File: src/hw/rtl/free_list_slot_allocator_core_defines.svh
// Assertion macros for the slot allocator.
// Each macro takes a label, a condition, a consequence and a message.
`ifndef FREE_LIST_SLOT_ALLOCATOR_CORE_DEFINES_SVH
`define FREE_LIST_SLOT_ALLOCATOR_CORE_DEFINES_SVH

`ifndef SYNTHESIS
`define FSA_ASSERT_NOW(lbl, ante, cons, msg) \
    lbl: assert property (@(posedge clk) disable iff (!rst_n) (ante) |-> (cons)) \
        else $error(msg);
`define FSA_ASSERT_NEXT(lbl, ante, cons, msg) \
    lbl: assert property (@(posedge clk) disable iff (!rst_n) (ante) |=> (cons)) \
        else $error(msg);
`else
`define FSA_ASSERT_NOW(lbl, ante, cons, msg)
`define FSA_ASSERT_NEXT(lbl, ante, cons, msg)
`endif

`endif

File: src/hw/rtl/fsa_pkg.sv
`timescale 1ns / 1ps

package fsa_pkg;

    // Field widths
    localparam int OP_W     = 2;
    localparam int SLOT_W   = 8;
    localparam int STATUS_W = 2;
    localparam int CNT_W    = 9;

    // Request codes on the operation port
    localparam logic [OP_W-1:0] OP_ALLOC = 2'd0;
    localparam logic [OP_W-1:0] OP_FREE  = 2'd1;
    localparam logic [OP_W-1:0] OP_INIT  = 2'd2;

    // Result status codes
    localparam logic [STATUS_W-1:0] STS_OK    = 2'd0;
    localparam logic [STATUS_W-1:0] STS_EMPTY = 2'd1;
    localparam logic [STATUS_W-1:0] STS_RANGE = 2'd2;

    // Reset value of the slot count register
    localparam logic [CNT_W-1:0] SLOT_COUNT_RESET = 9'd256;

    // Decoded command as it travels from front to back
    typedef enum logic [1:0] {
        CMD_ALLOC,
        CMD_FREE,
        CMD_INIT,
        CMD_NOP
    } cmd_kind_t;

    typedef struct packed {
        cmd_kind_t         kind;
        logic [SLOT_W-1:0] slot;
    } cmd_t;

endpackage

File: src/hw/rtl/fsa_front.sv
`timescale 1ns / 1ps

module fsa_front
(
    input  logic                        clk,
    input  logic                        rst_n,
    input  logic                        start,
    input  logic [fsa_pkg::OP_W-1:0]    operation,
    input  logic [fsa_pkg::SLOT_W-1:0]  slot_index,
    input  logic                        hold,
    input  logic                        q_full,
    output logic                        busy,
    output logic                        q_push,
    output fsa_pkg::cmd_t               q_cmd
);

    logic          valid_reg;
    logic          valid_next;
    fsa_pkg::cmd_t cmd_reg;
    fsa_pkg::cmd_t cmd_dec;
    logic          accept;

    // Classify the request code
    always_comb
    begin
        cmd_dec.slot = slot_index;
        case (operation)
            fsa_pkg::OP_ALLOC: cmd_dec.kind = fsa_pkg::CMD_ALLOC;
            fsa_pkg::OP_FREE:  cmd_dec.kind = fsa_pkg::CMD_FREE;
            fsa_pkg::OP_INIT:  cmd_dec.kind = fsa_pkg::CMD_INIT;
            default:           cmd_dec.kind = fsa_pkg::CMD_NOP;
        endcase
    end

    // Holding stage: refilled in the same cycle it drains
    assign busy       = hold || (valid_reg && q_full);
    assign accept     = start && !busy;
    assign q_push     = valid_reg && !q_full;
    assign q_cmd      = cmd_reg;
    assign valid_next = accept || (valid_reg && !q_push);

    always_ff @(posedge clk or negedge rst_n)
    begin
        if (!rst_n)
        begin
            valid_reg <= 1'b0;
        end
        else
        begin
            valid_reg <= valid_next;
        end
    end

    always_ff @(posedge clk)
    begin
        if (accept)
        begin
            cmd_reg <= cmd_dec;
        end
    end

endmodule

File: src/hw/rtl/fsa_cmd_queue.sv
`timescale 1ns / 1ps

module fsa_cmd_queue
(
    input  logic          clk,
    input  logic          rst_n,
    input  logic          push,
    input  fsa_pkg::cmd_t push_cmd,
    output logic          full,
    input  logic          pop,
    output logic          valid,
    output fsa_pkg::cmd_t pop_cmd
);

    fsa_pkg::cmd_t entry_mem [2];
    logic          wr_ptr_reg;
    logic          wr_ptr_next;
    logic          rd_ptr_reg;
    logic          rd_ptr_next;
    logic [1:0]    count_reg;
    logic [1:0]    count_next;
    logic          do_push;
    logic          do_pop;

    assign full    = (count_reg == 2'd2);
    assign valid   = (count_reg != 2'd0);
    assign pop_cmd = entry_mem[rd_ptr_reg];
    assign do_push = push && !full;
    assign do_pop  = pop && valid;

    // Pointer and occupancy update
    always_comb
    begin
        wr_ptr_next = do_push ? ~wr_ptr_reg : wr_ptr_reg;
        rd_ptr_next = do_pop ? ~rd_ptr_reg : rd_ptr_reg;
        count_next  = count_reg;
        if (do_push && !do_pop)
        begin
            count_next = count_reg + 2'd1;
        end
        else if (do_pop && !do_push)
        begin
            count_next = count_reg - 2'd1;
        end
    end

    always_ff @(posedge clk or negedge rst_n)
    begin
        if (!rst_n)
        begin
            wr_ptr_reg <= 1'b0;
            rd_ptr_reg <= 1'b0;
            count_reg  <= 2'd0;
        end
        else
        begin
            wr_ptr_reg <= wr_ptr_next;
            rd_ptr_reg <= rd_ptr_next;
            count_reg  <= count_next;
        end
    end

    always_ff @(posedge clk)
    begin
        if (do_push)
        begin
            entry_mem[wr_ptr_reg] <= push_cmd;
        end
    end

endmodule

File: src/hw/rtl/fsa_back.sv
`timescale 1ns / 1ps
`include "free_list_slot_allocator_core_defines.svh"

module fsa_back
#(
    parameter int MAX_SLOTS = 256
)
(
    input  logic                          clk,
    input  logic                          rst_n,
    input  logic                          cfg_we,
    input  logic [fsa_pkg::CNT_W-1:0]     cfg_wdata,
    input  logic                          q_valid,
    input  fsa_pkg::cmd_t                 q_cmd,
    output logic                          q_pop,
    output logic                          reset_sweep,
    output logic                          done,
    output logic [fsa_pkg::SLOT_W-1:0]    granted_slot,
    output logic [fsa_pkg::STATUS_W-1:0]  status,
    output logic [fsa_pkg::CNT_W-1:0]     used_count
);

    localparam int LINK_W     = $clog2(MAX_SLOTS + 1);
    localparam int IDX_W      = $clog2(MAX_SLOTS);
    localparam int RESET_POOL = (int'(fsa_pkg::SLOT_COUNT_RESET) > MAX_SLOTS) ?
                                MAX_SLOTS : int'(fsa_pkg::SLOT_COUNT_RESET);
    localparam logic [LINK_W-1:0] LINK_NULL = LINK_W'(MAX_SLOTS);

    typedef enum logic [1:0] {
        S_SWEEP,
        S_IDLE,
        S_ALLOC_RD
    } state_t;

    state_t                         state_reg;
    state_t                         state_next;
    logic [fsa_pkg::CNT_W-1:0]      slot_count_reg;
    logic [LINK_W-1:0]              pool_reg;
    logic [LINK_W-1:0]              pool_next;
    logic [LINK_W-1:0]              head_reg;
    logic [LINK_W-1:0]              head_next;
    logic [LINK_W-1:0]              used_reg;
    logic [LINK_W-1:0]              used_next;
    logic [IDX_W-1:0]               sweep_reg;
    logic [IDX_W-1:0]               sweep_next;
    logic                           reply_reg;
    logic                           reply_next;
    logic                           done_reg;
    logic                           done_next;
    logic [fsa_pkg::SLOT_W-1:0]     granted_reg;
    logic [fsa_pkg::SLOT_W-1:0]     granted_next;
    logic [fsa_pkg::STATUS_W-1:0]   status_reg;
    logic [fsa_pkg::STATUS_W-1:0]   status_next;
    logic [fsa_pkg::CNT_W-1:0]      used_out_reg;
    logic [fsa_pkg::CNT_W-1:0]      used_out_next;

    // Next-link store
    logic [LINK_W-1:0]              link_mem [MAX_SLOTS];
    logic [LINK_W-1:0]              rd_data_reg;
    logic                           mem_we;
    logic [IDX_W-1:0]               mem_waddr;
    logic [LINK_W-1:0]              mem_wdata;

    logic [31:0]                    cnt32;
    logic [31:0]                    eff32;
    logic [LINK_W-1:0]              pool_eff;
    logic [LINK_W-1:0]              sweep_succ;
    logic                           sweep_last;
    logic                           free_ok;
    logic                           head_live;
    logic [IDX_W-1:0]               head_idx;
    logic [LINK_W-1:0]              used_inc;
    logic [LINK_W-1:0]              used_dec;

    // Clamp the register into the legal pool size
    always_comb
    begin
        cnt32 = 32'(slot_count_reg);
        if (cnt32 == 32'd0)
        begin
            eff32 = 32'd1;
        end
        else if (cnt32 > 32'(MAX_SLOTS))
        begin
            eff32 = 32'(MAX_SLOTS);
        end
        else
        begin
            eff32 = cnt32;
        end
        pool_eff = LINK_W'(eff32);
    end

    // Helpers
    assign sweep_succ = LINK_W'(32'(sweep_reg) + 32'd1);
    assign sweep_last = (sweep_succ == pool_reg);
    assign free_ok    = (32'(q_cmd.slot) < 32'(pool_reg));
    assign head_live  = (32'(head_reg) < 32'(MAX_SLOTS));
    assign head_idx   = head_reg[IDX_W-1:0];
    assign used_inc   = (used_reg < pool_reg) ? LINK_W'(used_reg + LINK_W'(1)) : used_reg;
    assign used_dec   = (used_reg != '0) ? LINK_W'(used_reg - LINK_W'(1)) : used_reg;

    // Sequencer: chain sweep, request dispatch, allocate link read
    always_comb
    begin
        state_next    = state_reg;
        pool_next     = pool_reg;
        head_next     = head_reg;
        used_next     = used_reg;
        sweep_next    = sweep_reg;
        reply_next    = reply_reg;
        done_next     = 1'b0;
        granted_next  = '0;
        status_next   = fsa_pkg::STS_OK;
        used_out_next = fsa_pkg::CNT_W'(used_reg);
        q_pop         = 1'b0;
        mem_we        = 1'b0;
        mem_waddr     = sweep_reg;
        mem_wdata     = sweep_last ? LINK_NULL : sweep_succ;

        case (state_reg)
            S_SWEEP:
            begin
                mem_we = 1'b1;
                if (sweep_last)
                begin
                    state_next    = S_IDLE;
                    reply_next    = 1'b0;
                    done_next     = reply_reg;
                    used_out_next = '0;
                end
                else
                begin
                    sweep_next = IDX_W'(32'(sweep_reg) + 32'd1);
                end
            end

            S_IDLE:
            begin
                if (q_valid)
                begin
                    q_pop = 1'b1;
                    case (q_cmd.kind)
                        fsa_pkg::CMD_ALLOC:
                        begin
                            if (head_live)
                            begin
                                state_next = S_ALLOC_RD;
                            end
                            else
                            begin
                                done_next   = 1'b1;
                                status_next = fsa_pkg::STS_EMPTY;
                            end
                        end

                        fsa_pkg::CMD_FREE:
                        begin
                            done_next = 1'b1;
                            if (free_ok)
                            begin
                                mem_we        = 1'b1;
                                mem_waddr     = IDX_W'(q_cmd.slot);
                                mem_wdata     = head_reg;
                                head_next     = LINK_W'(q_cmd.slot);
                                used_next     = used_dec;
                                used_out_next = fsa_pkg::CNT_W'(used_dec);
                            end
                            else
                            begin
                                status_next = fsa_pkg::STS_RANGE;
                            end
                        end

                        fsa_pkg::CMD_INIT:
                        begin
                            state_next = S_SWEEP;
                            pool_next  = pool_eff;
                            sweep_next = '0;
                            head_next  = '0;
                            used_next  = '0;
                            reply_next = 1'b1;
                        end

                        default:
                        begin
                            done_next = 1'b1;
                        end
                    endcase
                end
            end

            S_ALLOC_RD:
            begin
                state_next    = S_IDLE;
                head_next     = rd_data_reg;
                used_next     = used_inc;
                done_next     = 1'b1;
                granted_next  = fsa_pkg::SLOT_W'(head_reg);
                used_out_next = fsa_pkg::CNT_W'(used_inc);
            end

            default:
            begin
                state_next = S_IDLE;
            end
        endcase
    end

    // State, configuration and registered result
    always_ff @(posedge clk or negedge rst_n)
    begin
        if (!rst_n)
        begin
            state_reg      <= S_SWEEP;
            slot_count_reg <= fsa_pkg::SLOT_COUNT_RESET;
            pool_reg       <= LINK_W'(RESET_POOL);
            head_reg       <= '0;
            used_reg       <= '0;
            sweep_reg      <= '0;
            reply_reg      <= 1'b0;
            done_reg       <= 1'b0;
        end
        else
        begin
            state_reg <= state_next;
            if (cfg_we)
            begin
                slot_count_reg <= cfg_wdata;
            end
            pool_reg  <= pool_next;
            head_reg  <= head_next;
            used_reg  <= used_next;
            sweep_reg <= sweep_next;
            reply_reg <= reply_next;
            done_reg  <= done_next;
        end
    end

    always_ff @(posedge clk)
    begin
        granted_reg  <= granted_next;
        status_reg   <= status_next;
        used_out_reg <= used_out_next;
    end

    // One write port, one registered read at the head
    always_ff @(posedge clk)
    begin
        if (mem_we)
        begin
            link_mem[mem_waddr] <= mem_wdata;
        end
        rd_data_reg <= link_mem[head_idx];
    end

    assign reset_sweep  = (state_reg == S_SWEEP) && !reply_reg;
    assign done         = done_reg;
    assign granted_slot = granted_reg;
    assign status       = status_reg;
    assign used_count   = used_out_reg;

    // Checks
    `FSA_ASSERT_NOW(a_head_bounded, 1'b1, head_reg <= LINK_NULL, "head link beyond null")
    `FSA_ASSERT_NOW(a_used_bounded, 1'b1, used_reg <= pool_reg, "in-use count above pool")
    `FSA_ASSERT_NEXT(a_alloc_reply, state_reg == S_ALLOC_RD, done_reg, "allocate gave no result")
    `FSA_ASSERT_NOW(a_err_no_grant, done_reg && (status_reg != fsa_pkg::STS_OK), granted_reg == '0, "slot granted on error")

endmodule

File: src/hw/rtl/free_list_slot_allocator_core.sv
`timescale 1ns / 1ps
// Free-list slot allocator: hands out and takes back slot indices from a pool.
// Requests: pulse start with operation and slot_index while busy is low; the
// transaction is taken at that edge. Codes: allocate, free, initialize.
// Results: one per request, in order, on granted_slot, status and used_count
// for a single cycle marked by done. The receiver has no way to hold them.
// A decoding stage and a two-entry command queue sit in front of the sequencer
// that owns the next-link memory, so requests can be taken while it works.
// The sequencer takes the next request as soon as it is back in idle: right after
// dispatch for free, unused codes and allocate on an empty pool, after a registered
// read of the head's link for allocate, and after chaining the pool one link per
// cycle for initialize.
// slot_count is written through cfg_we/cfg_wdata, by the user only while idle
// (the block does not enforce this); it takes effect at the next initialize.
// Reset: the pool is chained for min(256, MAX_SLOTS) slots by a sweep; busy stays high
// throughout and no result is produced for it.

module free_list_slot_allocator_core
#(
    parameter int MAX_SLOTS = 256
)
(
    input  logic                          clk,
    input  logic                          rst_n,
    input  logic                          start,
    output logic                          busy,
    input  logic [fsa_pkg::OP_W-1:0]      operation,
    input  logic [fsa_pkg::SLOT_W-1:0]    slot_index,
    input  logic                          cfg_we,
    input  logic [fsa_pkg::CNT_W-1:0]     cfg_wdata,
    output logic                          done,
    output logic [fsa_pkg::SLOT_W-1:0]    granted_slot,
    output logic [fsa_pkg::STATUS_W-1:0]  status,
    output logic [fsa_pkg::CNT_W-1:0]     used_count
);

    logic          hold;
    logic          q_full;
    logic          q_push;
    fsa_pkg::cmd_t push_cmd;
    logic          q_valid;
    logic          q_pop;
    fsa_pkg::cmd_t pop_cmd;

    // Request decode and holding stage
    fsa_front u_front
    (
        .clk        (clk),
        .rst_n      (rst_n),
        .start      (start),
        .operation  (operation),
        .slot_index (slot_index),
        .hold       (hold),
        .q_full     (q_full),
        .busy       (busy),
        .q_push     (q_push),
        .q_cmd      (push_cmd)
    );

    // Command queue between the two sides
    fsa_cmd_queue u_queue
    (
        .clk      (clk),
        .rst_n    (rst_n),
        .push     (q_push),
        .push_cmd (push_cmd),
        .full     (q_full),
        .pop      (q_pop),
        .valid    (q_valid),
        .pop_cmd  (pop_cmd)
    );

    // Free-list sequencer and link memory
    fsa_back #(
        .MAX_SLOTS (MAX_SLOTS)
    ) u_back
    (
        .clk          (clk),
        .rst_n        (rst_n),
        .cfg_we       (cfg_we),
        .cfg_wdata    (cfg_wdata),
        .q_valid      (q_valid),
        .q_cmd        (pop_cmd),
        .q_pop        (q_pop),
        .reset_sweep  (hold),
        .done         (done),
        .granted_slot (granted_slot),
        .status       (status),
        .used_count   (used_count)
    );

endmodule

File: config.mk
export PLATFORM = sky130hd
export DESIGN_NAME = free_list_slot_allocator_core
export DESIGN_NICKNAME = d
export VERILOG_FILES = /design/src/hw/rtl/fsa_pkg.sv /design/src/hw/rtl/fsa_front.sv /design/src/hw/rtl/fsa_cmd_queue.sv /design/src/hw/rtl/fsa_back.sv /design/src/hw/rtl/free_list_slot_allocator_core.sv
export VERILOG_INCLUDE_DIRS = /design/src /design/src/hw/rtl
export SDC_FILE = /design/constraint.sdc
export NUM_CORES = 2
export LEC_CHECK = 0
export BUFFER_PORTS_ARGS = -buffer_cell sky130_fd_sc_hd__buf_2
export CORE_UTILIZATION = 61
export DETAILED_ROUTE_END_ITERATION = 10
export GPL_ROUTABILITY_DRIVEN = 0
export PLACE_DENSITY = 0.78
export SYNTH_ARGS = -nofsm -noshare
export SYNTH_HDL_FRONTEND = slang
export SYNTH_SLANG_ARGS = --single-unit
File: constraint.sdc
create_clock -name clk -period 20.9 [get_ports clk]
set_input_delay 3.135 -clock clk [delete_from_list [all_inputs] [get_ports clk]]
set_output_delay 3.135 -clock clk [all_outputs]
set_load 0.05 [all_outputs]
==> flow_metrics.py <==
metrics = {
    "timing": {
        "period_share": 0.319,
        "slew_viol_final": 0,
        "hold_viol": 0,
        "finalSetupTns_ns": 0,
        "rsz0062_at_grt": "false",
        "worst_pin_slew_ns": 1.47,
        "min_period_ns": 6.66,
        "skew_ns": 0.0491,
        "setup_violations": 0,
        "fmax_mhz": 150,
        "relSlewSlack": 0.0177,
    },
    "placement": {
        "port_buffers": 43,
        "place_hpwl_mm": 139,
    },
    "power": {
        "power.density_nw_per_um2": 88.0,
        "max-vdd-ir-drop_uv": 117,
        "leakagePower_nw": 29.6,
        "finalPower_mw": 9.27,
    },
    "clock_tree": {
        "clk_pin_slew_ns": 0.06,
        "cts_tree": "yes",
        "clockRootBuffer": "clkbuf_16",
        "cts_sinks": 2415,
        "htreeDepth": 4,
        "insertion_delay_ns": 0.86,
        "clockBufferDepth": 3,
        "hold_buffers": 0,
        "postCtsSetupRepairBufs": 0,
        "postCtsResizedCells": 0,
        "cts_buffers": 223,
    },
    "cells_and_area": {
        "synthToLayoutAreaGrowth_pct": 9.67,
        "largest-register": "u_back.link_mem",
        "largest_reg_flops": 2304,
        "layout-drive-gt1-share": 0.202,
        "fillCellCount": 9359,
        "fin_nets": 5048,
    },
    "critical_path": {
        "cp.arrival_ns": 7.14,
        "reg2reg_slack_ns": 14.24,
        "worst-setup-path-type": "reg -> reg",
        "worstPathRequired_ns": 21.38,
        "cp-start-kind": "flop",
        "path_max_fanout": 91,
        "setup.worst_path.end_class": "flop",
    },
    "drt": {
        "wire_per_inst_um": 33.0,
        "drt_wl_total_mm": 240,
        "routed_via_density": 6.92,
        "detail_route.iter0.violations": 6293,
        "via_count": 50200,
        "drcViolationCount": 0,
        "first_pass_iters": 8,
        "ant_nets": 0,
    },
    "die": {
        "die-height_um": 399,
        "die_area_um2": 159000,
        "num_rows": 145,
        "ios": 44,
        "initial_core_util": 0.615,
        "fp.dieW_um": 399,
        "core_um2": 156000,
    },
    "logic_synthesis": {
        "synth_area_per_cell_um2": 19.4,
        "synth_top_area_frac": 0.730,
        "async_flop_share": 0.0219,
        "yosys_warnings": 0,
        "ys_types": 89,
        "netlist_area_um2": 96000,
        "synth_flop_cell": "edfxtp_1",
        "netlist_instances": 4954,
        "synth-seq-cells": 2415,
        "syn_nets": 5000,
        "synth_enable_flop_cells": 2334,
        "synth_top_cell_by_area": "edfxtp_1",
        "synth_area_leaders": "edfxtp_1 (73%), mux4_2 (10%), mux2i_1 (3.4%)",
        "ys_seq_area_frac": 0.750,
    },
    "global_route": {
        "grt_max_degree": 253,
        "grt_overflow": 0,
        "grt_pass1_vias": 49600,
        "globalRouteTotalUtil": 0.304,
        "grt_first_pass_wirelength_mm": 346,
        "antenna_found_initial": 15,
    },
    "hold_path": {
        "hp-class": "reg -> reg",
    },
    "job": {
        "max_cap_viol_count": 0,
    },
    "status": {
        "status": "finished clean",
    },
}
[critical path: stages, from the launching register on]
cell	delay [ns]
dfrtp_1	0.84
mux2i_1	0.51
inv_1	0.16
ha_1	0.33
a21oi_1	0.17
o21ai_0	0.19
o31a_1	0.34
nor3_4	0.18
buf_4	0.64
nand2_1	0.22
o31ai_4	0.11
buf_4	0.69
buf_4	0.87
buf_4	0.88
[worst paths after layout]
kind                                                start                                    to  depth (start not counted)
min                            u_front.q_cmd[8]$_DFFE_PP_     u_queue.entry_mem[0][8]$_DFFE_PP_                          0
max reg2reg                u_queue.rd_ptr_reg$_DFFE_PN0P_      u_back.link_mem[22][5]$_DFFE_PP_                         13
min reg2reg                    u_front.q_cmd[8]$_DFFE_PP_     u_queue.entry_mem[0][8]$_DFFE_PP_                          0
min in group asynchronous                           rst_n  u_back.slot_count_reg[1]$_DFFE_PN0P_                          2
max                        u_queue.rd_ptr_reg$_DFFE_PN0P_      u_back.link_mem[22][5]$_DFFE_PP_                         13
max in group asynchronous                           rst_n        u_back.head_reg[2]$_DFFE_PN0P_                          2
[report_power, final]
part,internal [mW],total (mW),switching [mW]
clock,2.24,4.03,1.79
sequential,5.23,5.23,0.00168
combinational,0.00388,0.00805,0.00416
[cell usage in the layout (no fill, tap or decap), types with 27 or more instances in the layout]
cell type,instances
a31oi_1,36
mux2_2,56
clkinv_2,45
o22ai_1,68
clkinv_1,53
edfxtp_1,2334
nand2b_1,29
nand3_1,27
dfrtp_1,47
dfxtp_1,28
nor2b_1,29
nor2_1,338
buf_2,43
nand2_1,126
inv_1,50
buf_4,77
a221oi_1,69
a21oi_1,81
clkbuf_16,225
mux4_2,447
nor3_1,36
clkbuf_1,46
o21ai_0,105
a22oi_1,55
mux2i_1,322
[synth_stat cells, types with 28 or more instances]
cell type  number
edfxtp_1     2334
mux4_2        447
nor2_1        341
mux2i_1       322
nand2_1       126
clkbuf_1      113
o21ai_0       106
buf_2          87
a21oi_1        82
a221oi_1       69
o22ai_1        69
mux2_2         56
a22oi_1        55
dfrtp_1        51
inv_1          51
buf_4          40
buf_6          40
a31oi_1        36
nor3_1         36
nand2b_1       32
nor2b_1        31
dfxtp_1        28
[routing by layer]
layer  wire length, um  track usage  part of all wire  up-vias
met4             11200        0.133             0.047       34
met3             28300       0.0868              0.12      619
met5               356      0.00696            0.0015        -
met1             85000        0.402              0.35    25800
met2            115000        0.477              0.48     3325
li1                  -            -                 -    20400
[area by class of cell]
class | instances | area, um^2 | share of cell area
flip-flops and latches | 2415 | 72000 | 0.684
multi-input cells | 2178 | 22300 | 0.212
clock buffers | 274 | 5840 | 0.0555
well taps | 2058 | 2570 | 0.0244
clock inverters | 145 | 1380 | 0.0131
repair buffers | 131 | 1010 | 0.00958
inverters | 53 | 200 | 0.00190
diodes | 2 | 5.00 | 0.0000475
[per-stage QoR]
stage | instances | instance area [um^2] | setup WS (ns) | hold slack (ns) | utilization
6_report | 7256 | 105000 | 14.24 | 0.488 | 0.674
5_1_grt | 7254 | 105000 | 13.98 | 0.490 | 0.674
4_1_cts | 7254 | 105000 | 14.35 | 0.482 | 0.674
3_5_place_dp | 6835 | 98100 | 14.36 | 0.465 | 0.628
3_3_place_gp | 6834 | 98100 | 14.55 | 0.459 | 0.628
2_1_floorplan | 4954 | 96000 | 5.55 | 0.421 | -
[cells by family (layout without fill, tap and decap cells)]
group                      after synthesis  in the layout  share of synthesized area
AOI/OAI and AO/OA                      592            592                     0.0452
xor gates and xnor gates                16             16                    0.00189
adders and majority gates               23             23                    0.00300
buffers and inverters                  361            603                     0.0202
DFF                                   2415           2415                      0.750
muxes                                  826            826                      0.145
other                                    0              2                          0
and+or+nand+nor                        721            721                     0.0350
(Power assumes the default switching activity.)
